**src/sv/byte_stuffed_frame_decoder_top_macros.svh**
```systemverilog
// Assertion macros for the byte-stuffed frame decoder.
// Included by the top level; depends on nothing else.
`ifndef BYTE_STUFFED_FRAME_DECODER_TOP_MACROS_SVH
`define BYTE_STUFFED_FRAME_DECODER_TOP_MACROS_SVH

// Same-cycle implication, checked out of reset.
`define BSFD_ASSERT_NOW(label, clk, rst_n, ante, cons, msg) \
	label: assert property (@(posedge clk) disable iff (!rst_n) (ante) |-> (cons)) \
		else $error(msg);

// Next-cycle implication, checked out of reset.
`define BSFD_ASSERT_NEXT(label, clk, rst_n, ante, cons, msg) \
	label: assert property (@(posedge clk) disable iff (!rst_n) (ante) |=> (cons)) \
		else $error(msg);

`endif

```
**src/sv/bsfd_pkg.sv**
```systemverilog
// Shared types and constants of the byte-stuffed frame decoder.
// Used by the front, queue, back and top modules; no dependencies.
package bsfd_pkg;

	// Escape codes that stand for the start, end and escape bytes.
	localparam logic [7:0] CODE_START = 8'h00;
	localparam logic [7:0] CODE_END   = 8'h01;
	localparam logic [7:0] CODE_ESC   = 8'h02;

	// Configuration register indexes.
	localparam logic [1:0] REG_START  = 2'd0;
	localparam logic [1:0] REG_END    = 2'd1;
	localparam logic [1:0] REG_ESCAPE = 2'd2;

	// Command queue between front and back.
	localparam int QDEPTH  = 4;
	localparam int QPTR_W  = $clog2(QDEPTH);
	localparam int QLVL_W  = $clog2(QDEPTH + 1);

	typedef enum logic [1:0] {
		CMD_OPEN  = 2'd0,
		CMD_PUSH  = 2'd1,
		CMD_CLOSE = 2'd2,
		CMD_FAIL  = 2'd3
	} cmd_op_t;

	typedef struct packed {
		cmd_op_t    op;
		logic [7:0] data;
	} cmd_t;

	typedef struct packed {
		logic full;
		logic empty;
	} q_status_t;

	typedef struct packed {
		logic [7:0]  length_code;
		logic [15:0] target_distance;
		logic [15:0] target_speed;
		logic [15:0] pitch_offset;
		logic [15:0] yaw_offset;
		logic        frame_ok;
	} result_t;

endpackage

```
**src/sv/byte_stuffed_frame_decoder_top.sv**
```systemverilog
// Byte-stuffed frame decoder: received bytes in, one decoded frame word out.
// Uses bsfd_pkg, bsfd_front, bsfd_queue, bsfd_back and the assertion macros.
//
// Usage:
// Raw serial bytes enter on the s_axis channel, one word per byte. The block
// hunts for the start byte, collects the body until the end byte and then
// delivers one result word on m_axis. An escape byte followed by 0, 1 or 2
// stands for a literal start, end or escape byte; any other code after an
// escape is kept as data. A frame is good when its last body byte equals the
// number of body bytes before it. A body longer than FRAME_BYTES-2 bytes gives
// a failure word with all fields zero, and the block hunts for a start again.
// Throughput is one byte per clock while the queue has room. An end byte's
// command goes into the command queue, then its result word into the result
// register that drives m_axis. While the receiver holds m_tready low with a
// word waiting, the back stops at the next end or failure command in the
// four-entry command queue; bytes are still taken until the queue is full, and
// then s_tready drops. Reset brings the registers to start 0x7E, end 0x7F,
// escape 0x7D and the decoder to hunting. Registers are to be written on
// cfg_we only while the block is idle; the block itself does not enforce it.
`include "byte_stuffed_frame_decoder_top_macros.svh"

module byte_stuffed_frame_decoder_top
	import bsfd_pkg::*;
#(
	parameter int FRAME_BYTES = 11
) (
	input  logic        clk,
	input  logic        arst_n,
	// Input stream; tdata: rx_byte[7:0].
	input  logic        s_tvalid,
	output logic        s_tready,
	input  logic [7:0]  s_tdata,
	// Result stream; tdata from bit 0: frame_ok, yaw_offset[16], pitch_offset[16],
	// target_speed[16], target_distance[16], length_code[8], zero padding[7].
	output logic        m_tvalid,
	input  logic        m_tready,
	output logic [79:0] m_tdata,
	// Register write port.
	input  logic        cfg_we,
	input  logic [1:0]  cfg_index,
	input  logic [7:0]  cfg_wdata
);

	logic [7:0] start_q;
	logic [7:0] end_q;
	logic [7:0] escape_q;

	logic      q_push;
	logic      q_pop;
	cmd_t      front_cmd;
	cmd_t      q_head;
	q_status_t q_status;
	result_t   result;

	// Configuration registers; a write to an unused index is dropped.
	always_ff @(posedge clk or negedge arst_n) begin
		if (!arst_n) begin
			start_q  <= 8'h7E;
			end_q    <= 8'h7F;
			escape_q <= 8'h7D;
		end else if (cfg_we) begin
			unique case (cfg_index)
				REG_START:  start_q  <= cfg_wdata;
				REG_END:    end_q    <= cfg_wdata;
				REG_ESCAPE: escape_q <= cfg_wdata;
				default: begin
				end
			endcase
		end
	end

	// The front decides framing per byte and turns it into commands.
	bsfd_front #(
		.FRAME_BYTES (FRAME_BYTES)
	) u_front (
		.clk         (clk),
		.arst_n      (arst_n),
		.in_valid    (s_tvalid),
		.in_ready    (s_tready),
		.rx_byte     (s_tdata),
		.start_byte  (start_q),
		.end_byte    (end_q),
		.escape_byte (escape_q),
		.q_status    (q_status),
		.push        (q_push),
		.cmd         (front_cmd)
	);

	bsfd_queue u_queue (
		.clk      (clk),
		.arst_n   (arst_n),
		.push     (q_push),
		.push_cmd (front_cmd),
		.pop      (q_pop),
		.head     (q_head),
		.status   (q_status)
	);

	// The back gathers body bytes and owns the result register, so a stalled
	// receiver only holds back result commands.
	bsfd_back u_back (
		.clk        (clk),
		.arst_n     (arst_n),
		.head       (q_head),
		.head_valid (!q_status.empty),
		.pop        (q_pop),
		.out_valid  (m_tvalid),
		.out_ready  (m_tready),
		.out_result (result)
	);

	assign m_tdata = {7'd0, result};

	`BSFD_ASSERT_NOW(a_no_pop_empty, clk, arst_n, q_pop, !q_status.empty,
		"command popped from an empty queue")
	`BSFD_ASSERT_NOW(a_no_push_full, clk, arst_n, q_push, !q_status.full,
		"command pushed into a full queue")
	`BSFD_ASSERT_NOW(a_ok_length, clk, arst_n, m_tvalid && result.frame_ok,
		result.length_code < 8'(FRAME_BYTES - 2),
		"good frame with a length code beyond the body size")
	`BSFD_ASSERT_NEXT(a_push_fills, clk, arst_n, q_push && !q_pop, !q_status.empty,
		"queue empty after a push without a pop")

endmodule

```
**src/sv/bsfd_front.sv**
```systemverilog
// Front part: takes raw bytes, tracks framing and escapes, issues commands.
// Depends on bsfd_pkg.
module bsfd_front
	import bsfd_pkg::*;
#(
	parameter int FRAME_BYTES = 11
) (
	input  logic       clk,
	input  logic       arst_n,
	input  logic       in_valid,
	output logic       in_ready,
	input  logic [7:0] rx_byte,
	input  logic [7:0] start_byte,
	input  logic [7:0] end_byte,
	input  logic [7:0] escape_byte,
	input  q_status_t  q_status,
	output logic       push,
	output cmd_t       cmd
);

	localparam int BODY_MAX = FRAME_BYTES - 2;

	logic       in_frame_q;
	logic       esc_q;
	logic [3:0] count_q;

	logic       take;
	logic       gen;
	logic       in_frame_d;
	logic       esc_d;
	logic [3:0] count_d;
	logic [7:0] lit;
	logic       is_body;

	assign in_ready = !q_status.full;
	assign take     = in_valid && in_ready;

	always_comb begin
		lit = rx_byte;
		if (esc_q) begin
			if (rx_byte == CODE_START) begin
				lit = start_byte;
			end else if (rx_byte == CODE_END) begin
				lit = end_byte;
			end else if (rx_byte == CODE_ESC) begin
				lit = escape_byte;
			end
		end
	end

	always_comb begin
		gen        = 1'b0;
		cmd.op     = CMD_PUSH;
		cmd.data   = lit;
		in_frame_d = in_frame_q;
		esc_d      = esc_q;
		count_d    = count_q;
		is_body    = 1'b0;
		if (!in_frame_q) begin
			if (rx_byte == start_byte) begin
				gen        = 1'b1;
				cmd.op     = CMD_OPEN;
				in_frame_d = 1'b1;
				esc_d      = 1'b0;
				count_d    = '0;
			end
		end else if (esc_q) begin
			esc_d   = 1'b0;
			is_body = 1'b1;
		end else if (rx_byte == start_byte) begin
			gen     = 1'b1;
			cmd.op  = CMD_OPEN;
			count_d = '0;
		end else if (rx_byte == end_byte) begin
			gen        = 1'b1;
			cmd.op     = CMD_CLOSE;
			in_frame_d = 1'b0;
		end else if (rx_byte == escape_byte) begin
			esc_d = 1'b1;
		end else begin
			is_body = 1'b1;
		end

		if (is_body) begin
			gen = 1'b1;
			if (count_q >= 4'(BODY_MAX)) begin
				cmd.op     = CMD_FAIL;
				in_frame_d = 1'b0;
				esc_d      = 1'b0;
			end else begin
				cmd.op  = CMD_PUSH;
				count_d = count_q + 4'd1;
			end
		end
	end

	assign push = take && gen;

	always_ff @(posedge clk or negedge arst_n) begin
		if (!arst_n) begin
			in_frame_q <= 1'b0;
			esc_q      <= 1'b0;
			count_q    <= '0;
		end else if (take) begin
			in_frame_q <= in_frame_d;
			esc_q      <= esc_d;
			count_q    <= count_d;
		end
	end

endmodule

```
**src/sv/bsfd_queue.sv**
```systemverilog
// Short command queue that decouples the front from the back.
// Depends on bsfd_pkg.
module bsfd_queue
	import bsfd_pkg::*;
(
	input  logic      clk,
	input  logic      arst_n,
	input  logic      push,
	input  cmd_t      push_cmd,
	input  logic      pop,
	output cmd_t      head,
	output q_status_t status
);

	cmd_t              mem_q [QDEPTH];
	logic [QPTR_W-1:0] wr_q;
	logic [QPTR_W-1:0] rd_q;
	logic [QLVL_W-1:0] level_q;

	assign status.full  = (level_q == QLVL_W'(QDEPTH));
	assign status.empty = (level_q == '0);
	assign head         = mem_q[rd_q];

	always_ff @(posedge clk) begin
		if (push) begin
			mem_q[wr_q] <= push_cmd;
		end
	end

	always_ff @(posedge clk or negedge arst_n) begin
		if (!arst_n) begin
			wr_q    <= '0;
			rd_q    <= '0;
			level_q <= '0;
		end else begin
			if (push) begin
				wr_q <= wr_q + QPTR_W'(1);
			end
			if (pop) begin
				rd_q <= rd_q + QPTR_W'(1);
			end
			if (push && !pop) begin
				level_q <= level_q + QLVL_W'(1);
			end else if (pop && !push) begin
				level_q <= level_q - QLVL_W'(1);
			end
		end
	end

endmodule

```
**src/sv/bsfd_back.sv**
```systemverilog
// Back part: executes commands, gathers body bytes, holds the result register.
// Depends on bsfd_pkg.
module bsfd_back
	import bsfd_pkg::*;
(
	input  logic    clk,
	input  logic    arst_n,
	input  cmd_t    head,
	input  logic    head_valid,
	output logic    pop,
	output logic    out_valid,
	input  logic    out_ready,
	output result_t out_result
);

	logic [7:0] field_q [8];
	logic [7:0] last_q;
	logic [3:0] count_q;
	logic       out_valid_q;
	result_t    out_result_q;

	logic    is_result;
	logic    out_free;
	logic    ok;
	result_t res;

	assign is_result = (head.op == CMD_CLOSE) || (head.op == CMD_FAIL);
	assign out_free  = !out_valid_q || out_ready;
	assign pop       = head_valid && (!is_result || out_free);
	assign ok        = (count_q != 4'd0) && (last_q == {4'd0, count_q - 4'd1});

	always_comb begin
		res = '0;
		if (head.op == CMD_CLOSE) begin
			res.frame_ok        = ok;
			res.yaw_offset      = {field_q[0], field_q[1]};
			res.pitch_offset    = {field_q[2], field_q[3]};
			res.target_speed    = {field_q[4], field_q[5]};
			res.target_distance = {field_q[6], field_q[7]};
			res.length_code     = last_q;
		end
	end

	always_ff @(posedge clk or negedge arst_n) begin
		if (!arst_n) begin
			out_valid_q <= 1'b0;
			count_q     <= '0;
			last_q      <= '0;
			for (int i = 0; i < 8; i++) begin
				field_q[i] <= '0;
			end
		end else begin
			if (out_valid_q && out_ready) begin
				out_valid_q <= 1'b0;
			end
			if (pop) begin
				unique case (head.op)
					CMD_OPEN: begin
						count_q <= '0;
						last_q  <= '0;
						for (int i = 0; i < 8; i++) begin
							field_q[i] <= '0;
						end
					end
					CMD_PUSH: begin
						if (count_q < 4'd8) begin
							field_q[count_q[2:0]] <= head.data;
						end
						last_q  <= head.data;
						count_q <= count_q + 4'd1;
					end
					CMD_CLOSE, CMD_FAIL: begin
						out_valid_q <= 1'b1;
					end
					default: begin
					end
				endcase
			end
		end
	end

	always_ff @(posedge clk) begin
		if (pop && is_result) begin
			out_result_q <= res;
		end
	end

	assign out_valid  = out_valid_q;
	assign out_result = out_result_q;

endmodule

```
**config.mk**
```make
export PLATFORM = sky130hd
export DESIGN_NAME = byte_stuffed_frame_decoder_top
export DESIGN_NICKNAME = d
export VERILOG_FILES = /design/src/sv/bsfd_pkg.sv /design/src/sv/byte_stuffed_frame_decoder_top.sv /design/src/sv/bsfd_front.sv /design/src/sv/bsfd_queue.sv /design/src/sv/bsfd_back.sv
export VERILOG_INCLUDE_DIRS = /design/src /design/src/sv
export SDC_FILE = /design/constraint.sdc
export NUM_CORES = 1
export LEC_CHECK = 0
export ABC_AREA = 1
export BUFFER_PORTS_ARGS = -buffer_cell sky130_fd_sc_hd__buf_4
export CAP_MARGIN = 20
export CORE_MARGIN = 1
export CORE_UTILIZATION = 60
export CTS_BUF_LIST = sky130_fd_sc_hd__clkbuf_4
export DETAILED_ROUTE_END_ITERATION = 16
export GPL_TIMING_DRIVEN = 0
export PLACE_DENSITY = 0.81
export SLEW_MARGIN = 40
export SYNTH_ARGS = -nofsm -noshare
export SYNTH_HDL_FRONTEND = slang
export SYNTH_HIERARCHICAL = 1
export SYNTH_SLANG_ARGS = --single-unit
export TNS_END_PERCENT = 1
```
**constraint.sdc**
```tcl
create_clock -name clk -period 3.5 [get_ports clk]
set_input_delay 0.525 -clock clk [delete_from_list [all_inputs] [get_ports clk]]
set_output_delay 0.525 -clock clk [all_outputs]
set_load 0.03 [all_outputs]
```
==> load_flow_metrics.sql <==
INSERT INTO impl_metrics (metric_group, metric, value, unit) VALUES
('finish', 'final_cell_count_no_fill', '1559', ''),
('route', 'wire_per_inst', '14.45', 'um'),
('route', 'detail_route.wirelength', '22.53', 'mm'),
('worst_setup_path', 'endpoint_kind', 'flop', ''),
('grt', 'grt_remaining_overflow', '0', ''),
('power_and_ir_drop', 'power.internal', '6211', 'uW'),
('die', 'top_level_ports', '105', ''),
('logic_synthesis', 'ys_types', '42', ''),
('cts', 'cts-root-buf', 'sky130_fd_sc_hd__clkbuf_4', ''),
('finish', 'area_delta_synth_final', '16.99', '%'),
('power_and_ir_drop', 'power.density', '884.2', 'nW/um2'),
('route', 'num_vias', '8012', ''),
('route', 'dr_wl_met3', '1.603', 'mm'),
('logic_synthesis', 'synth.top_cell.area_share', '32.44', '%'),
('timing', 'unrepaired_setup_endpoints_after_global_routing', 'false', ''),
('power_and_ir_drop', 'p_leak', '0.005725', 'uW'),
('run', 'drv_cap', '0', ''),
('route', 'highest_layer', 'met4', ''),
('timing', 'max_transition_margin', '58.18', '%'),
('placement', 'dpl.cell_count', '1458', ''),
('worst_setup_path', 'crit_chain', 'inv_1 > nand2_1 > nand2_1 > nor2_1 > nand2_1 > nor3_1 > a21oi_1 > a31oi_1 > ha_1 > inv_1 > fa_1 > inv_1 > nand2_1 > nand4_1 > nand2_1', ''),
('logic_synthesis', 'yosys_warnings', '6', ''),
('die', 'die_width', '134.0', 'um'),
('timing', 'final_critical_path_setup_slack', '0.6890', 'ns'),
('worst_setup_path', 'critPathMaxStageDelay', '0.57', 'ns'),
('placement', 'finalWeightedCongestion', '0.8231', ''),
('grt', 'maximum_number_of_pins_on_one_net_before_global_route_repair', '62', ''),
('power_and_ir_drop', 'switching_share', '42.60', '%'),
('run_status', 'status', 'finished, final reports clean', ''),
('logic_synthesis', 'synth-seq-area-share', '59.94', '%'),
('route', 'drc_errors', '0', ''),
('worst_setup_path', 'timing.critical_path.from_type', 'flop', ''),
('die', 'die_boundary_height', '134.0', 'um'),
('grt', 'groute.usage.overall', '26.34', '%'),
('cts', 'cts-resized-gates', '0', ''),
('cts', 'postCtsSetupRepairBufs', '0', ''),
('cts', 'cts_made_buffers', '53', ''),
('finish', 'drive_above_1_share', '19.96', '%'),
('logic_synthesis', 'synth-main-ff-cell', 'sky130_fd_sc_hd__edfxtp_1', ''),
('timing', 'hold_viol', '0', ''),
('power_and_ir_drop', 'clkPwrFrac', '19.3', '%'),
('worst_setup_path', 'ff2ff_setup_slack', '0.69', 'ns'),
('logic_synthesis', 'mappedNetlistArea', '10460', 'um2'),
('route', 'met2_length', '10.91', 'mm'),
('logic_synthesis', 'synth_area_leaders', 'sky130_fd_sc_hd__edfxtp_1 (32%), sky130_fd_sc_hd__dfrtp_1 (23%), sky130_fd_sc_hd__nand2_1 (13%)', ''),
('cts', 'cts_buffer_depth', '3', ''),
('timing', 'layout_min_cycle_time', '2.811', 'ns'),
('logic_synthesis', 'post_synth_most_frequent_cells', 'sky130_fd_sc_hd__nand2_1 (376), sky130_fd_sc_hd__inv_1 (167), sky130_fd_sc_hd__edfxtp_1 (113), sky130_fd_sc_hd__nor2_1 (106), sky130_fd_sc_hd__dfrtp_1 (95)', ''),
('cts', 'cts_tree', 'yes', ''),
('worst_setup_path', 'timing.critical_path.mode_cell', 'sky130_fd_sc_hd__nand2_1', ''),
('die', 'rows', '47', ''),
('cts', 'clock_latency', '0.65', 'ns'),
('logic_synthesis', 'synth.most_common_cell', 'sky130_fd_sc_hd__nand2_1', ''),
('timing', 'finalSetupViolations', '0', ''),
('worst_setup_path', 'critPathMaxFanout', '5', ''),
('power_and_ir_drop', 'power.net_switching', '4609', 'uW'),
('cts', 'clock-sinks', '227', ''),
('die', 'dieArea', '17970', 'um2'),
('placement', 'port_buffers', '95', ''),
('worst_setup_path', 'timing.critical_path.slowest_stage_cell', 'sky130_fd_sc_hd__dfstp_2', ''),
('route', 'wirelength_met1', '9.329', 'mm'),
('logic_synthesis', 'post_syn_instances', '1135', ''),
('die', 'start_util', '62.19', '%'),
('timing', 'timing.clock.skew', '0.03127', 'ns'),
('timing', 'maxSlewViolCount', '0', ''),
('power_and_ir_drop', 'sequential_cell_fraction_of_total_power', '38.3', '%'),
('power_and_ir_drop', 'share_comb_of_total_power', '42.3', '%'),
('logic_synthesis', 'synth_seq_cells', '227', ''),
('logic_synthesis', 'post-synth-top-area-cell', 'sky130_fd_sc_hd__edfxtp_1', ''),
('worst_setup_path', 'worst-setup-path-type', 'flop to flop', ''),
('timing', 'period_share', '80.31', '%');
==> worst paths after layout <==
check / startpoint / endpoint / cells past startpoint
hold / removal: cfg_wdata[1] / start_q[1] / 3
hold reg to reg: u_back/field_q[16] / u_back/field_q[16] / 2
setup reg to reg: end_q[3] / u_queue/level_q[2] / 15
max in group asynchronous: arst_n / end_q[0] / 3
setup / recovery: end_q[3] / u_queue/level_q[2] / 15
min in group asynchronous: arst_n / end_q[7] / 2
==> power groups by stage <==
stage | registers (uW) | logic, uW | clock network [uW]
CTS | 4150 | 4560 | 2140
floorplan | 5030 | 2160 | 0
global route | 4230 | 4970 | 2300
global placement | 4220 | 4340 | 0
finish | 4150 | 4580 | 2090
detailed placement | 4190 | 4540 | 0
==> placed cells by master, fill, tap and decap left out, types with 2 or more instances in the layout <==
master | synthesis | layout
sky130_fd_sc_hd__dfstp_2 | 19 | 19
sky130_fd_sc_hd__inv_2 | 14 | 14
sky130_fd_sc_hd__nand3b_1 | 2 | 2
sky130_fd_sc_hd__a21oi_1 | 7 | 7
sky130_fd_sc_hd__xor2_1 | 6 | 6
sky130_fd_sc_hd__nor3_1 | 5 | 5
sky130_fd_sc_hd__clkbuf_4 | 0 | 77
sky130_fd_sc_hd__nand2_1 | 376 | 376
sky130_fd_sc_hd__nand3_1 | 28 | 28
sky130_fd_sc_hd__buf_2 | 2 | 2
sky130_fd_sc_hd__o21ai_0 | 54 | 54
sky130_fd_sc_hd__nor2_2 | 6 | 6
sky130_fd_sc_hd__clkbuf_1 | 10 | 10
sky130_fd_sc_hd__o21ai_2 | 4 | 4
sky130_fd_sc_hd__nand4_1 | 21 | 21
sky130_fd_sc_hd__nand2_4 | 3 | 3
sky130_fd_sc_hd__nor2_4 | 3 | 3
sky130_fd_sc_hd__conb_1 | 1 | 7
sky130_fd_sc_hd__dfrtp_1 | 95 | 95
sky130_fd_sc_hd__nor3_4 | 2 | 2
sky130_fd_sc_hd__inv_1 | 167 | 166
sky130_fd_sc_hd__edfxtp_1 | 113 | 113
sky130_fd_sc_hd__ha_1 | 11 | 11
sky130_fd_sc_hd__buf_6 | 11 | 11
sky130_fd_sc_hd__o211ai_1 | 26 | 26
sky130_fd_sc_hd__clkbuf_2 | 2 | 2
sky130_fd_sc_hd__clkinv_1 | 6 | 24
sky130_fd_sc_hd__o21ai_1 | 8 | 8
sky130_fd_sc_hd__nand2_2 | 2 | 2
sky130_fd_sc_hd__a31oi_1 | 2 | 2
sky130_fd_sc_hd__nand3_4 | 2 | 2
sky130_fd_sc_hd__buf_4 | 10 | 104
sky130_fd_sc_hd__nor3_2 | 2 | 2
sky130_fd_sc_hd__nor2_1 | 106 | 106
sky130_fd_sc_hd__clkinv_2 | 0 | 2
==> registers in the layout, indices dropped and copies added, names as in the netlist <==
signal	cells
u_back/field_q	64
u_back/count_q	4
escape_q	8
start_q	8
u_back/last_q	8
end_q	8
u_back/out_result	73
u_front/count_q	4
u_queue/level_q	3
u_back/out_valid	1
u_front/esc_q	1
u_queue/mem_q	40
u_queue/rd_q	2
u_queue/wr_q	2
u_front/in_frame_q	1
==> stage by stage <==
| stage | hold slack (ns) | TNS [ns] | utilization (%) | power [uW] | area [um2] |
|---|---|---|---|---|---|
| floorplan | 0.2294 | 0 | - | 7188 | 10480 |
| global placement | 0.4532 | -31.86 | 68.20 | 8561 | 11470 |
| detailed placement | 0.4584 | 0 | 68.56 | 8726 | 11530 |
| CTS | 0.07805 | 0 | 72.74 | 10850 | 12230 |
| global route | 0.07986 | 0 | 72.76 | 11490 | 12240 |
| finish | 0.1141 | 0 | 72.76 | 10820 | 12240 |
==> final cells by class <==
cell class | instances | area [um2] | share of cell area (%)
diodes | 1 | 2.502 | 0.02045
plain buffers | 35 | 256.5 | 2.096
clock buffers | 77 | 578.1 | 4.724
clock inverters | 22 | 115.1 | 0.9407
inverters | 187 | 706.9 | 5.777
multi-input cells | 692 | 3254 | 26.60
flip-flops and latches | 227 | 6270 | 51.24
well taps | 220 | 275.3 | 2.249
repair buffers | 98 | 778.2 | 6.360
==> critical path, delay by kind of cell (launching register included) <==
family                   cells  cell delay [ns]
AND/OR/NAND/NOR              8             0.82
adder cells (fa/ha/maj)      2             0.64
flip-flops                   1             0.57
AO/OA/AOI/OAI                2             0.49
buffers and inverters        3             0.18
==> cell families (layout without fill, tap and decap cells) <==
| kind of cell | count (synthesis) | after routing | synth area share, % |
|---|---|---|---|
| DFF | 227 | 227 | 59.94 |
| other | 1 | 8 | 0.03585 |
| buffers and inverters | 222 | 419 | 9.163 |
| xor gates and xnor gates | 7 | 7 | 0.5861 |
| and+or+nand+nor | 562 | 562 | 22.81 |
| adders and majority gates | 12 | 12 | 1.507 |
| AOI/OAI and AO/OA | 104 | 104 | 5.957 |
==> metal layers <==
metal	global-route usage [%]	vias to the layer above
met3	5.669	53
li1	-	3923
met4	11.42	0
met5	0	-
met2	43.01	317
met1	34.23	3719
==> timing repair <==
item,4_1_cts,5_1_grt
hold buffers,1,0
hold endpoints to repair,35,0
endpoints found under the setup margin,0,0
(Power assumes the default switching activity.)
